==> config.mk <==
export PLATFORM = sky130hd
export DESIGN_NAME = smsc_ctrl
export DESIGN_NICKNAME = d
export VERILOG_FILES = /design/src/hw/rtl/set_mean_stddev_cv_stats_defines.svh /design/src/hw/rtl/smsc_pkg.sv /design/src/hw/rtl/smsc_ctrl.sv
export SDC_FILE = /design/constraint.sdc
export NUM_CORES = 1
export LEC_CHECK = 0
export BUFFER_PORTS_ARGS = -buffer_cell sky130_fd_sc_hd__buf_2
export CORE_AREA = 2 2 39 41
export CTS_BUF_LIST = sky130_fd_sc_hd__clkbuf_8
export CTS_CLUSTER_DIAMETER = 40
export DETAILED_ROUTE_END_ITERATION = 7
export DIE_AREA = 0 0 41 43
export SLEW_MARGIN = 20
export SYNTH_ARGS = -nofsm -noshare
export SYNTH_HDL_FRONTEND = slang
export SYNTH_SLANG_ARGS = --single-unit
==> constraint.sdc <==
create_clock -name clk -period 1.47 [get_ports clk]
set_input_delay 0.441 -clock clk [delete_from_list [all_inputs] [get_ports clk]]
set_output_delay 0.441 -clock clk [all_outputs]
set_load 0.05 [all_outputs]
==> src/hw/rtl/set_mean_stddev_cv_stats_defines.svh <==
// assertion macros for the set statistics block
// used by set_mean_stddev_cv_stats.sv, expects clk and rst_n in scope
`ifndef SET_MEAN_STDDEV_CV_STATS_DEFINES_SVH
`define SET_MEAN_STDDEV_CV_STATS_DEFINES_SVH

// same-cycle implication, checked outside reset
`define SMSC_ASSERT_IMP(lbl, ante, cons) \
  lbl: assert property (@(posedge clk) disable iff (!rst_n) (ante) |-> (cons)) \
    else $error("set stats check failed");

// next-cycle implication, checked outside reset
`define SMSC_ASSERT_NXT(lbl, ante, cons) \
  lbl: assert property (@(posedge clk) disable iff (!rst_n) (ante) |=> (cons)) \
    else $error("set stats check failed");

`endif

==> src/hw/rtl/smsc_pkg.sv <==
// shared constants, types and codes for the set statistics block
// no dependencies
`default_nettype none
package smsc_pkg;

  localparam int SET_DEPTH  = 64;
  localparam int ADDR_W     = $clog2(SET_DEPTH);
  localparam int CNT_W      = $clog2(SET_DEPTH + 1);
  localparam int SUM_W      = 32 + ADDR_W;
  localparam int ACC_W      = 64 + ADDR_W;
  localparam int DIV_N_W    = ACC_W;
  localparam int DIV_CNT_W  = $clog2(DIV_N_W);
  localparam int VCNT_W     = 7;
  localparam int OUT_DATA_W = 168;
  localparam int OUT_USER_W = 2;

  typedef enum logic [3:0] {
    ST_LOAD,
    ST_MEAN,
    ST_MEAN_W,
    ST_DEV,
    ST_DEV_W,
    ST_VAR,
    ST_VAR_W,
    ST_SQRT,
    ST_SQRT_W,
    ST_CV,
    ST_CV_W,
    ST_DONE
  } state_t;

  typedef enum logic [1:0] {
    DIV_MEAN,
    DIV_VAR,
    DIV_CV
  } div_op_t;

  typedef struct packed {
    logic    load;
    logic    div_start;
    div_op_t div_op;
    logic    dev_start;
    logic    sqrt_start;
    logic    result_load;
  } cmd_t;

  typedef struct packed {
    logic div_done;
    logic dev_busy;
    logic sqrt_busy;
    logic out_hold;
  } status_t;

endpackage
`default_nettype wire

==> src/hw/rtl/smsc_ctrl.sv <==
// sequencer for load, mean, deviation pass, variance, root and cv steps
// depends on smsc_pkg
`default_nettype none
module smsc_ctrl
  import smsc_pkg::*;
(
  input  wire logic    clk,
  input  wire logic    rst_n,
  input  wire logic    in_tvalid,
  input  wire logic    in_tlast,
  output logic         in_tready,
  input  wire status_t status,
  output cmd_t         cmd
);

  state_t state_r, state_nxt;

  always_ff @(posedge clk) begin
    if (!rst_n) begin
      state_r <= ST_LOAD;
    end else begin
      state_r <= state_nxt;
    end
  end

  always_comb begin
    state_nxt       = state_r;
    cmd             = '0;
    cmd.div_op      = DIV_MEAN;
    in_tready       = 1'b0;
    case (state_r)
      ST_LOAD: begin
        in_tready = 1'b1;
        cmd.load  = in_tvalid;
        if (in_tvalid && in_tlast) begin
          state_nxt = ST_MEAN;
        end
      end
      ST_MEAN: begin
        cmd.div_start = 1'b1;
        cmd.div_op    = DIV_MEAN;
        state_nxt     = ST_MEAN_W;
      end
      ST_MEAN_W: if (status.div_done) begin
        state_nxt = ST_DEV;
      end
      ST_DEV: begin
        cmd.dev_start = 1'b1;
        state_nxt     = ST_DEV_W;
      end
      ST_DEV_W: if (!status.dev_busy) begin
        state_nxt = ST_VAR;
      end
      ST_VAR: begin
        cmd.div_start = 1'b1;
        cmd.div_op    = DIV_VAR;
        state_nxt     = ST_VAR_W;
      end
      ST_VAR_W: if (status.div_done) begin
        state_nxt = ST_SQRT;
      end
      ST_SQRT: begin
        cmd.sqrt_start = 1'b1;
        state_nxt      = ST_SQRT_W;
      end
      ST_SQRT_W: if (!status.sqrt_busy) begin
        state_nxt = ST_CV;
      end
      ST_CV: begin
        cmd.div_start = 1'b1;
        cmd.div_op    = DIV_CV;
        state_nxt     = ST_CV_W;
      end
      ST_CV_W: if (status.div_done) begin
        state_nxt = ST_DONE;
      end
      ST_DONE: if (!status.out_hold) begin
        cmd.result_load = 1'b1;
        state_nxt       = ST_LOAD;
      end
      default: state_nxt = ST_LOAD;
    endcase
  end

endmodule
`default_nettype wire

; ---- Word level (Yosys, flattened, before mapping)
; Cells that the tools add are included.
[word_totals]
ff_bits = 4
latchBits = 0
mem_bits_rw = 0
mem_bits_ro = 0
output_inout_bits = 8
mem_count = 0
[op_classes]
addsub = 0
mul = 0
div_mod_pow = 0
order_cmp = 0
eq_ne = 18
shift = 0
muxes = 15
n_bitwise = 0
reduce_logical = 3
[op_table]
columns = cell, n
row1 = 4-bit case mux with 12 select lines, 1
row2 = 4-bit 2-to-1 mux, 7
row3 = 4-bit by 3-bit equality test with 1-bit output (second input constant), 4
row4 = 4-bit equality test (second input constant), 4
row5 = 2-bit inequality test (second input constant), 7
row6 = 3-bit case mux with 3 select lines, 1
row7 = 4-bit by 2-bit equality test with 1-bit output (second input constant), 2
row8 = 7-bit AND reduction, 1
row9 = 1-bit 2-to-1 mux, 6
row10 = 4-bit by 1-bit equality test with 1-bit output (second input constant), 1
row11 = 4-bit logical NOT, 1
row12 = 1-bit logical AND, 1

; ---- Logic depth before layout (Yosys ltp)
; Gate-level depths: netlist of the first run.
[depth]
word_depth = 3
ltp_mapped = 4

; ---- Worst setup path before layout of the first run
; No wires, ideal clock.
[synth_path]
path_kind = reg2out
from = register state_r[3]
to = output cmd[6] in the netlist's numbering
arrival_ns = 1.950
setup_slack_ns = -0.921
stages_incl_launch_ff = 4
path_buffers = 1
path_cell_list = dfxtp_1 buf_6 nor4_2 and2_1
[synth_lines]
columns = element, line_no
row1 = from (decl), smsc_ctrl.sv:16  ; state_t state_r, state_nxt;
row2 = from (signal assigned), smsc_ctrl.sv:22  ; state_r <= state_nxt;
row3 = to (decl), smsc_ctrl.sv:13  ; output cmd_t cmd

==> summary.md, run 1 <==
Starting density of the core: 21.88%. The worst path in the final design needs a cycle of 1.620 ns, including I/O delays and setup. The total CTS buffers was 3; the worst path required time was 1.03 ns.

The growth of design area from synthesis to finish was 129.3%. After floorplanning, the core was sized to cover 0.001384 mm². After detailed routing, the average wire length per cell comes to 11.85 µm.

The largest registers in the layout are state_r x4. The worst pin sits at a relative slew slack of 82.53%. The kind of cell with the highest combined delay along the critical path is simple AND/OR/NAND/NOR gates.

The quantity of I/O buffers inserted on ports came out at 15. The checks that failed: negative setup slack. In this run the deepest clock path goes through 2 buffers. For the pin with the worst max-slew slack, the measured transition is 0.2616 ns.

Traced cell by cell, the critical path runs through nor4_4 > and2_4 > buf_8. The worst setup path is launched from a flip-flop. The endpoint identified for the worst register-to-register timing path is state_r[3].

During I/O placement, the number of pins put on the boundary was 16. The register with the most flip-flops in the layout has 4 of them. The detail route stage leaves a number of antenna-violating nets equal to 0. The placed instances occupy a cell area of 501.7 µm². The areal power density over the cells is 882.4 mW/mm², and the number of fill cells is 128. Number of search-and-repair iterations in the first detailed-routing pass: 2. In this run the worst setup path terminates at cmd[6].

The tools report the slack of the worst reg-to-reg path as 0.24 ns. The commonest cells after synthesis are sky130_fd_sc_hd__dfxtp_1 (4), sky130_fd_sc_hd__nor2_1 (4), sky130_fd_sc_hd__a21oi_1 (3), sky130_fd_sc_hd__nand2_1 (3), sky130_fd_sc_hd__nor3_1 (3). The number of nets handed over by synthesis was 43. The library cell with the largest summed area after synthesis was sky130_fd_sc_hd__dfxtp_1.

The total number of H-tree levels was 1. More flip-flops sit in one register than any other, and that register is state_r. The switching portion of total power was 32.38%; the number of core rows was 14. In the final design database the tool counted 75 nets.

The congestion estimate from routability-driven global placement came to 0.7306. The highest attainable clock frequency was 0.6174 GHz. Wires add up to 960 µm.

The sequential-to-total area share from yosys stat is 26.45%, and the largest driver fanout on the critical path is 3. The buffer and inverter count on the worst path works out to 1. In the synthesized netlist the dominant register cell turns out to be sky130_fd_sc_hd__dfxtp_1.

For this run, the slowest stage of the critical path takes 0.35 ns. Clock skew on the completed layout was measured at 0.003306 ns. Max-cap violations in this run came to 0. The width of the chip is 41 µm, and the via count of the first global-routing pass is 400. In this run the mean area of a mapped cell was 8.651 µm². Of the total power, combinational logic draws 40.9%.

The clock input transition at the sequential cells of the worst setup and hold paths was 0.03 ns; the share of the clock period used by the worst path after layout was 110.2%. The count of flip-flops with a built-in enable after synthesis came out at 0. Global routing finished with a remaining overflow of 0.

The fraction of registers with async set/reset came out at 0%. The count of cell instances traversed by the critical path works out to 3. The depth of the worst register-to-register path is 5, and the clock group share of total power is 37.3%. The wire length of the first global-routing pass came out at 1593 µm. The share of synthesized area in the top cell type comes to 26.45%. The flow ran to the end, but the final reports show violations. Antenna cell count: 0. The insertion delay of the later-clocked pin in the worst-skew pair is 0.22 ns. STA classifies the critical path endpoint as an output pin.

In this run the worst setup path begins at state_r[0]. Across every metal layer, demand over resource in global routing totals 13.45%. The final number of max-transition violations is 0, and the number of distinct standard cells referenced by the synthesized netlist is 22.

Across all layers, the routed design uses 371 vias. TritonCTS built the clock tree. Setup repair after global routing could not meet its margin everywhere. After detailed routing, the number of remaining DRC violations is 0.

By startpoint and endpoint, the worst setup path is classified as reg -> out. For this run, the number of Yosys warnings is 0. The die height works out to 43 µm.

Dividing the detail-routed via count by the number of cells gives 4.580. The logs give 35 for the gate count after technology mapping and 0.001763 mm² for the area of the die. The run gives 0 as the initial antenna violation count.

The internal portion of the total power is 414.3 µW. The cell type of the slowest stage on the worst timing path was sky130_fd_sc_hd__dfxtp_4. The number of hold-slack violations in the final timing report came out at 0.

Setup violations remaining at the end of the flow were counted as 8. CTS placed an instance of sky130_fd_sc_hd__clkbuf_8 at the clock tree root. The detailed router finished its first iteration with 2 violations.

The min-delay analysis places its worst path in the category in -> reg. Data arrives at the worst endpoint at 1.18 ns. The layout cell share with drive strength beyond 1 works out to 81.54%.

The worst-case IR drop observed on VDD is 0.0004877 V. In this run, synthesis produced a sequential element count of 4. The clock net in this run drives a total of 4 sinks.

For the half-perimeter wire length after placement, the log shows 640.6 µm. For the slack of the critical path, the log shows -0.1496 ns. The power spent charging and discharging nets was 198.4 µW. The logs give -0.6904 ns for the final-layout setup total negative slack and 302.8 µm² for the synthesized area. Entering global routing, the biggest net connects 9 pins.

Summed over all cells, the static leakage comes to 0.0002901 µW. Registers are responsible for 21.8% of the overall power. Sorting the synthesized cells by area gives the leading types as sky130_fd_sc_hd__dfxtp_1 (26%), sky130_fd_sc_hd__buf_6 (7.4%), sky130_fd_sc_hd__o311ai_2 (5.4%).

The startpoint identified for the worst register-to-register timing path is state_r[0]. After routing the design area is 694.4 µm².
[cell usage in the layout (no fill, tap or decap), types with 2 or more instances in the layout]
| master | instances |
|---|---|
| sky130_fd_sc_hd__buf_4 | 12 |
| sky130_fd_sc_hd__buf_2 | 7 |
| sky130_fd_sc_hd__buf_6 | 6 |
| sky130_fd_sc_hd__buf_8 | 4 |
| sky130_fd_sc_hd__nor2_4 | 3 |
| sky130_fd_sc_hd__clkbuf_8 | 3 |
| sky130_fd_sc_hd__dfxtp_4 | 3 |
| sky130_fd_sc_hd__nand2b_4 | 2 |
| sky130_fd_sc_hd__nor3_4 | 2 |
| sky130_fd_sc_hd__a21oi_1 | 2 |
| sky130_fd_sc_hd__nand2_1 | 2 |
[metal layers]
metal	global-route usage, %	part of all wire [%]	vias up
met1	15.76	38	175
met3	4.712	4.4	2
met2	20.94	56	8
li1	-	-	186
met5	0	0	-
met4	6.000	1.7	0
[per-stage QoR]
| stage | hold WS, ns | total power, µW | std cells | util (%) | setup slack (ns) |
|---|---|---|---|---|---|
| CTS | 0.4593 | 599.3 | 79 | 47.47 | -0.1323 |
| global placement | 0.5788 | 314.3 | 74 | 36.26 | -0.03682 |
| global route | 0.4792 | 639.8 | 81 | 50.18 | -0.1801 |
| finish | 0.4597 | 612.8 | 81 | 50.18 | -0.1496 |
| detailed placement | 0.5871 | 314.5 | 74 | 36.26 | -0.05700 |
| floorplan | 0.4945 | 260.3 | 35 | - | -0.3879 |
[area by class of cell]
class	instances	area [µm²]	share of cell area, %
multi-input combinational	28	284.0	40.90
clock buffer	3	41.29	5.946
tap	16	20.02	2.883
inverter	1	3.754	0.5405
timing repair buffer	29	252.7	36.40
sequential	4	92.59	13.33
[power by group through the flow]
| stage | Clock (µW) | Sequential (µW) | Combinational (µW) |
|---|---|---|---|
| finish | 229 | 133 | 251 |
| floorplan | 0 | 134 | 126 |
| global route | 240 | 135 | 265 |
| global placement | 0 | 136 | 178 |
| CTS | 234 | 134 | 232 |
| detailed placement | 0 | 136 | 178 |
[kinds of logic after synthesis]
family | Yosys count | share of synthesized area, %
simple gates | 20 | 40.91
compound gates | 7 | 21.07
flops | 4 | 26.45
buf+inv | 3 | 8.676
xor+xnor | 1 | 2.893
[worst min path at each step]
stage                     cells after the start       start  slack, ns          to
after floorplan                               1  state_r[0]       0.49  state_r[0]
after global placement                        2  state_r[1]       0.58  state_r[0]
after detailed placement                      2  state_r[1]       0.59  state_r[0]
after CTS                                     2       rst_n       0.46  state_r[3]
after global routing                          2       rst_n       0.48  state_r[3]
final                                         2       rst_n       0.46  state_r[3]
[timing repair]
action                                  CTS  global route
hold buffers                              0             0
buffers inserted                          2             2
endpoints found under the setup margin    8             8
pin swaps                                 2             1
gates resized for setup                  31             6
Power figures use the tool's default switching activity.
==> inputs of run 2 (changes only) <==
--- a/config.mk
+++ b/config.mk
@@ -11,6 +11,7 @@
 export CTS_CLUSTER_DIAMETER = 40
 export DETAILED_ROUTE_END_ITERATION = 7
 export DIE_AREA = 0 0 41 43
+export REMOVE_ABC_BUFFERS = 1
 export SLEW_MARGIN = 20
 export SYNTH_ARGS = -nofsm -noshare
 export SYNTH_HDL_FRONTEND = slang
==> summary.md, run 2 (synthesis results as in run 1) <==
The flow ran to the end, but the final reports show violations. Violated checks: negative setup slack (unchanged). The number of cells on the worst hold path is 2 (unchanged), and the arrival time at the worst endpoint is 1.16 ns (was 1.18 ns). The buffer levels on the longest clock path was 2 (unchanged).

The tools report the number of core rows as 14 (unchanged). The wire length of the first global-routing pass was 1497 µm (was 1593 µm); the internal power summed over all cells was 371.9 µW (was 414.3 µW). The remaining max-slew budget at the tightest pin was 83.11% (was 82.53%); the number of flip-flops under the largest register name was 4 (unchanged). The footprint of the flip-flops and latches is 87.58 µm² (was 92.59 µm²).

The antenna cell count is 0 (unchanged), and the per-cell via count in the routed design is 4.434 (was 4.580). Highest-count cells in the layout ignoring fill and taps: sky130_fd_sc_hd__buf_4 (10), sky130_fd_sc_hd__buf_2 (7), sky130_fd_sc_hd__buf_6 (7) (was sky130_fd_sc_hd__buf_4 (12), sky130_fd_sc_hd__buf_2 (7), sky130_fd_sc_hd__buf_6 (6), sky130_fd_sc_hd__buf_8 (4)). The logs give 615.7 µm (was 640.6 µm) for the half-perimeter wire length after placement and 8 (was 2) for the iteration-0 DRC count of the detailed router. The run gives 0 (unchanged) as the number of DRC violations after detailed routing. The placeable core region is 0.001384 mm² (unchanged). The number of fill cells is 138 (was 128), and the final core utilization is 42.68% (was 50.18%). TritonCTS built the clock tree. Routed length per placed instance: 11.64 µm (was 11.85 µm). The transition at the pin with the smallest max-transition slack is 0.2530 ns (was 0.2616 ns), and the clock input transition at the sequential cells of the worst setup and hold paths is 0.03 ns (about the same). The largest driver fanout on the critical path is 4 (was 3).

The cell area after layout is 590.6 µm² (was 694.4 µm²), and the shortest period the worst path allows is 1.597 ns (was 1.620 ns). The logs give 4 (unchanged) for the TritonCTS sink count and 1 (unchanged) for the total number of H-tree levels. The worst slack at placement is -0.01005 ns (was -0.05700 ns). The register bank with the most flops was state_r (unchanged). The via count of the first global-routing pass is 358 (was 400). Areal power density over the cells: 935.2 mW/mm² (was 882.4 mW/mm²). The met2 track utilization from global routing was 19.69% (was 20.94%); the final worst clock skew was 0.0007297 ns (was 0.003306 ns).

The area of the die is 0.001763 mm² (unchanged), and the count of cell instances traversed by the critical path is 3 (unchanged). The setup violation total in the final timing report was 8 (unchanged). The logs give 885 µm (was 960 µm) for the total routed wirelength and -0.5027 ns (was -0.6904 ns) for the final-layout setup total negative slack.

Setup repair after global routing could not meet its margin everywhere. The layout cell share with drive strength beyond 1 is 75.00% (was 81.54%). The depth of the worst register-to-register path came out at 4 (was 5). The run gives 6.283% (was 4.712%) as the global routing usage on met3. The largest delay contributor family on the critical path is simple AND/OR/NAND/NOR gates (unchanged).

The worst path required time is 1.03 ns (about the same). The maximum single-stage delay on the critical path came out at 0.34 ns (was 0.35 ns). For the multi-input gate area in the final layout, the log shows 249.0 µm² (was 284.0 µm²). The tools report the total track usage as 13.34% (was 13.45%). Fraction of power consumed by sequential logic: 24.3% (was 21.8%).

Peak ir drop on the vdd network: 0.0005359 V (was 0.0004877 V). Cell leakage power: 0.0002492 µW (was 0.0002901 µW). The number of buffers inserted by post-CTS setup repair is 0 (was 2). Quantity of I/O buffers inserted on ports: 15 (unchanged). The switching portion of total power is 32.66% (was 32.38%), and the highest attainable clock frequency is 0.6261 GHz (was 0.6174 GHz). The die height is 43 µm (unchanged). The net total in the final layout was 70 (was 75); the power spent charging and discharging nets was 180.4 µW (was 198.4 µW). The logs give 0.7167 (was 0.7306) for the placer congestion estimate and 442.9 µm² (was 501.7 µm²) for the area after detailed placement. The run gives 0 (unchanged) as the final number of max-transition violations. The path type of the worst setup path was reg -> out (unchanged). The buffer and inverter count on the worst path works out to 1 (unchanged). The run gives -0.1271 ns (was -0.1496 ns) as the slack of the critical path. List of cells traversed by the critical path: nor4_4 > and2_1 > buf_6 (was nor4_4 > and2_4 > buf_8). The number of top-level pins came out at 16 (unchanged).

Growth of design area from synthesis to finish: 95.04% (was 129.3%). Most common cell after layout, fill and taps aside: sky130_fd_sc_hd__buf_4 (unchanged). The worst hold path class was in -> reg (unchanged). The logs give 337 (was 371) for the number of vias in the routed layout and 0 (unchanged) for the initial antenna violation count. The post-detailed-route count of antenna-violating nets was 0 (unchanged). The sort of element at the end of the critical path was an output pin (unchanged). The logs give 3 (was 2) for the number of search-and-repair iterations in the first detailed-routing pass and 33.7% (was 40.9%) for the portion of total power attributed to combinational logic. The tools report the insertion delay of the later-clocked pin in the worst-skew pair as 0.22 ns (about the same). The most used routing layer is met2 (unchanged). The count of maximum capacitance violations is 0 (unchanged), and the width of the chip is 41 µm (unchanged).

For the total CTS buffers, the log shows 3 (unchanged). Leading registers by flop count: state_r x4 (unchanged). The tools report the fraction of met1 tracks used by global routing as 14.74% (was 15.76%). Clock group share of total power: 42.0% (was 37.3%). Cell type of the slowest stage on the worst timing path: sky130_fd_sc_hd__dfxtp_2 (was sky130_fd_sc_hd__dfxtp_4). The share of the clock period used by the worst path after layout came out at 108.6% (was 110.2%).

The critical path launch point type was a flip-flop (unchanged). The number of hold-slack violations in the final timing report came out at 0 (unchanged). The worst hold slack across all endpoints was 0.4652 ns (was 0.4597 ns). The tools report the total global routing overflow as 0 (unchanged).

The pin count of the biggest net entering global routing was 7 (was 9). For the starting density of the core, the log shows 21.88% (unchanged). The library cell used as clock root buffer was sky130_fd_sc_hd__clkbuf_8 (unchanged).
run 2: changes by cell type in the layout (fill, tap and decap cells not counted), moves of 2 or more:
cell / change
sky130_fd_sc_hd__buf_8: -4
sky130_fd_sc_hd__buf_4: -2
sky130_fd_sc_hd__dfxtp_2: +2
sky130_fd_sc_hd__dfxtp_4: -2
sky130_fd_sc_hd__nor2_2: +2
sky130_fd_sc_hd__nor2_4: -2
run 2: power by group through the flow:
| stage | sequential [µW] | combinational, µW | clock [µW] |
|---|---|---|---|
| after global placement | 131 | 156 | 0 |
| after floorplan | 133 | 104 | 0 |
| after detailed placement | 132 | 156 | 0 |
| after CTS | 134 | 184 | 239 |
| after global routing | 136 | 198 | 245 |
| final | 134 | 186 | 232 |
run 2: worst paths after layout:
kind	start	endpoint	slack, ns
hold / removal	rst_n	state_r[3]	0.47
setup reg to reg	state_r[2]	state_r[0]	0.26
hold reg to reg	state_r[1]	state_r[0]	0.55
setup / recovery	state_r[0]	cmd[6]	-0.13
run 2: worst reg2reg max path, cell delays in order, from the launching register on:
cell and delay (ns):
sky130_fd_sc_hd__dfxtp_2 0.39, sky130_fd_sc_hd__buf_4 0.15, sky130_fd_sc_hd__and3b_1 0.18, sky130_fd_sc_hd__o311ai_2 0.28, sky130_fd_sc_hd__a221oi_2 0.08
run 2: repair_timing:
item,CTS,global route
setup endpoints to repair,8,8
resized for setup,27,5
hold buffers,0,0
pin swaps,3,1
run 2: layout make-up:
type                            instances  area share, %
Multi-Input combinational cell         28          42.16
Tap cell                               16          3.390
Inverter                                1         0.6356
Sequential cell                         4          14.83
Timing Repair Buffer                   24          31.99
Clock buffer                            3          6.992
run 2: per-stage QoR:
step | total power, µW | instances
after CTS | 556.7 | 76
after global routing | 578.7 | 76
after floorplan | 236.5 | 33
after global placement | 287.0 | 73
after detailed placement | 287.5 | 73
final | 552.3 | 76
run 2: layer usage:
metal  share of wire [%]  vias to the layer above  wire (µm)
met3                 6.1                        0         54
met1                  41                      154        359
met4                   0                        0          0
met2                  53                       11        471
met5                   0                        -          0
li1                    -                      172          -
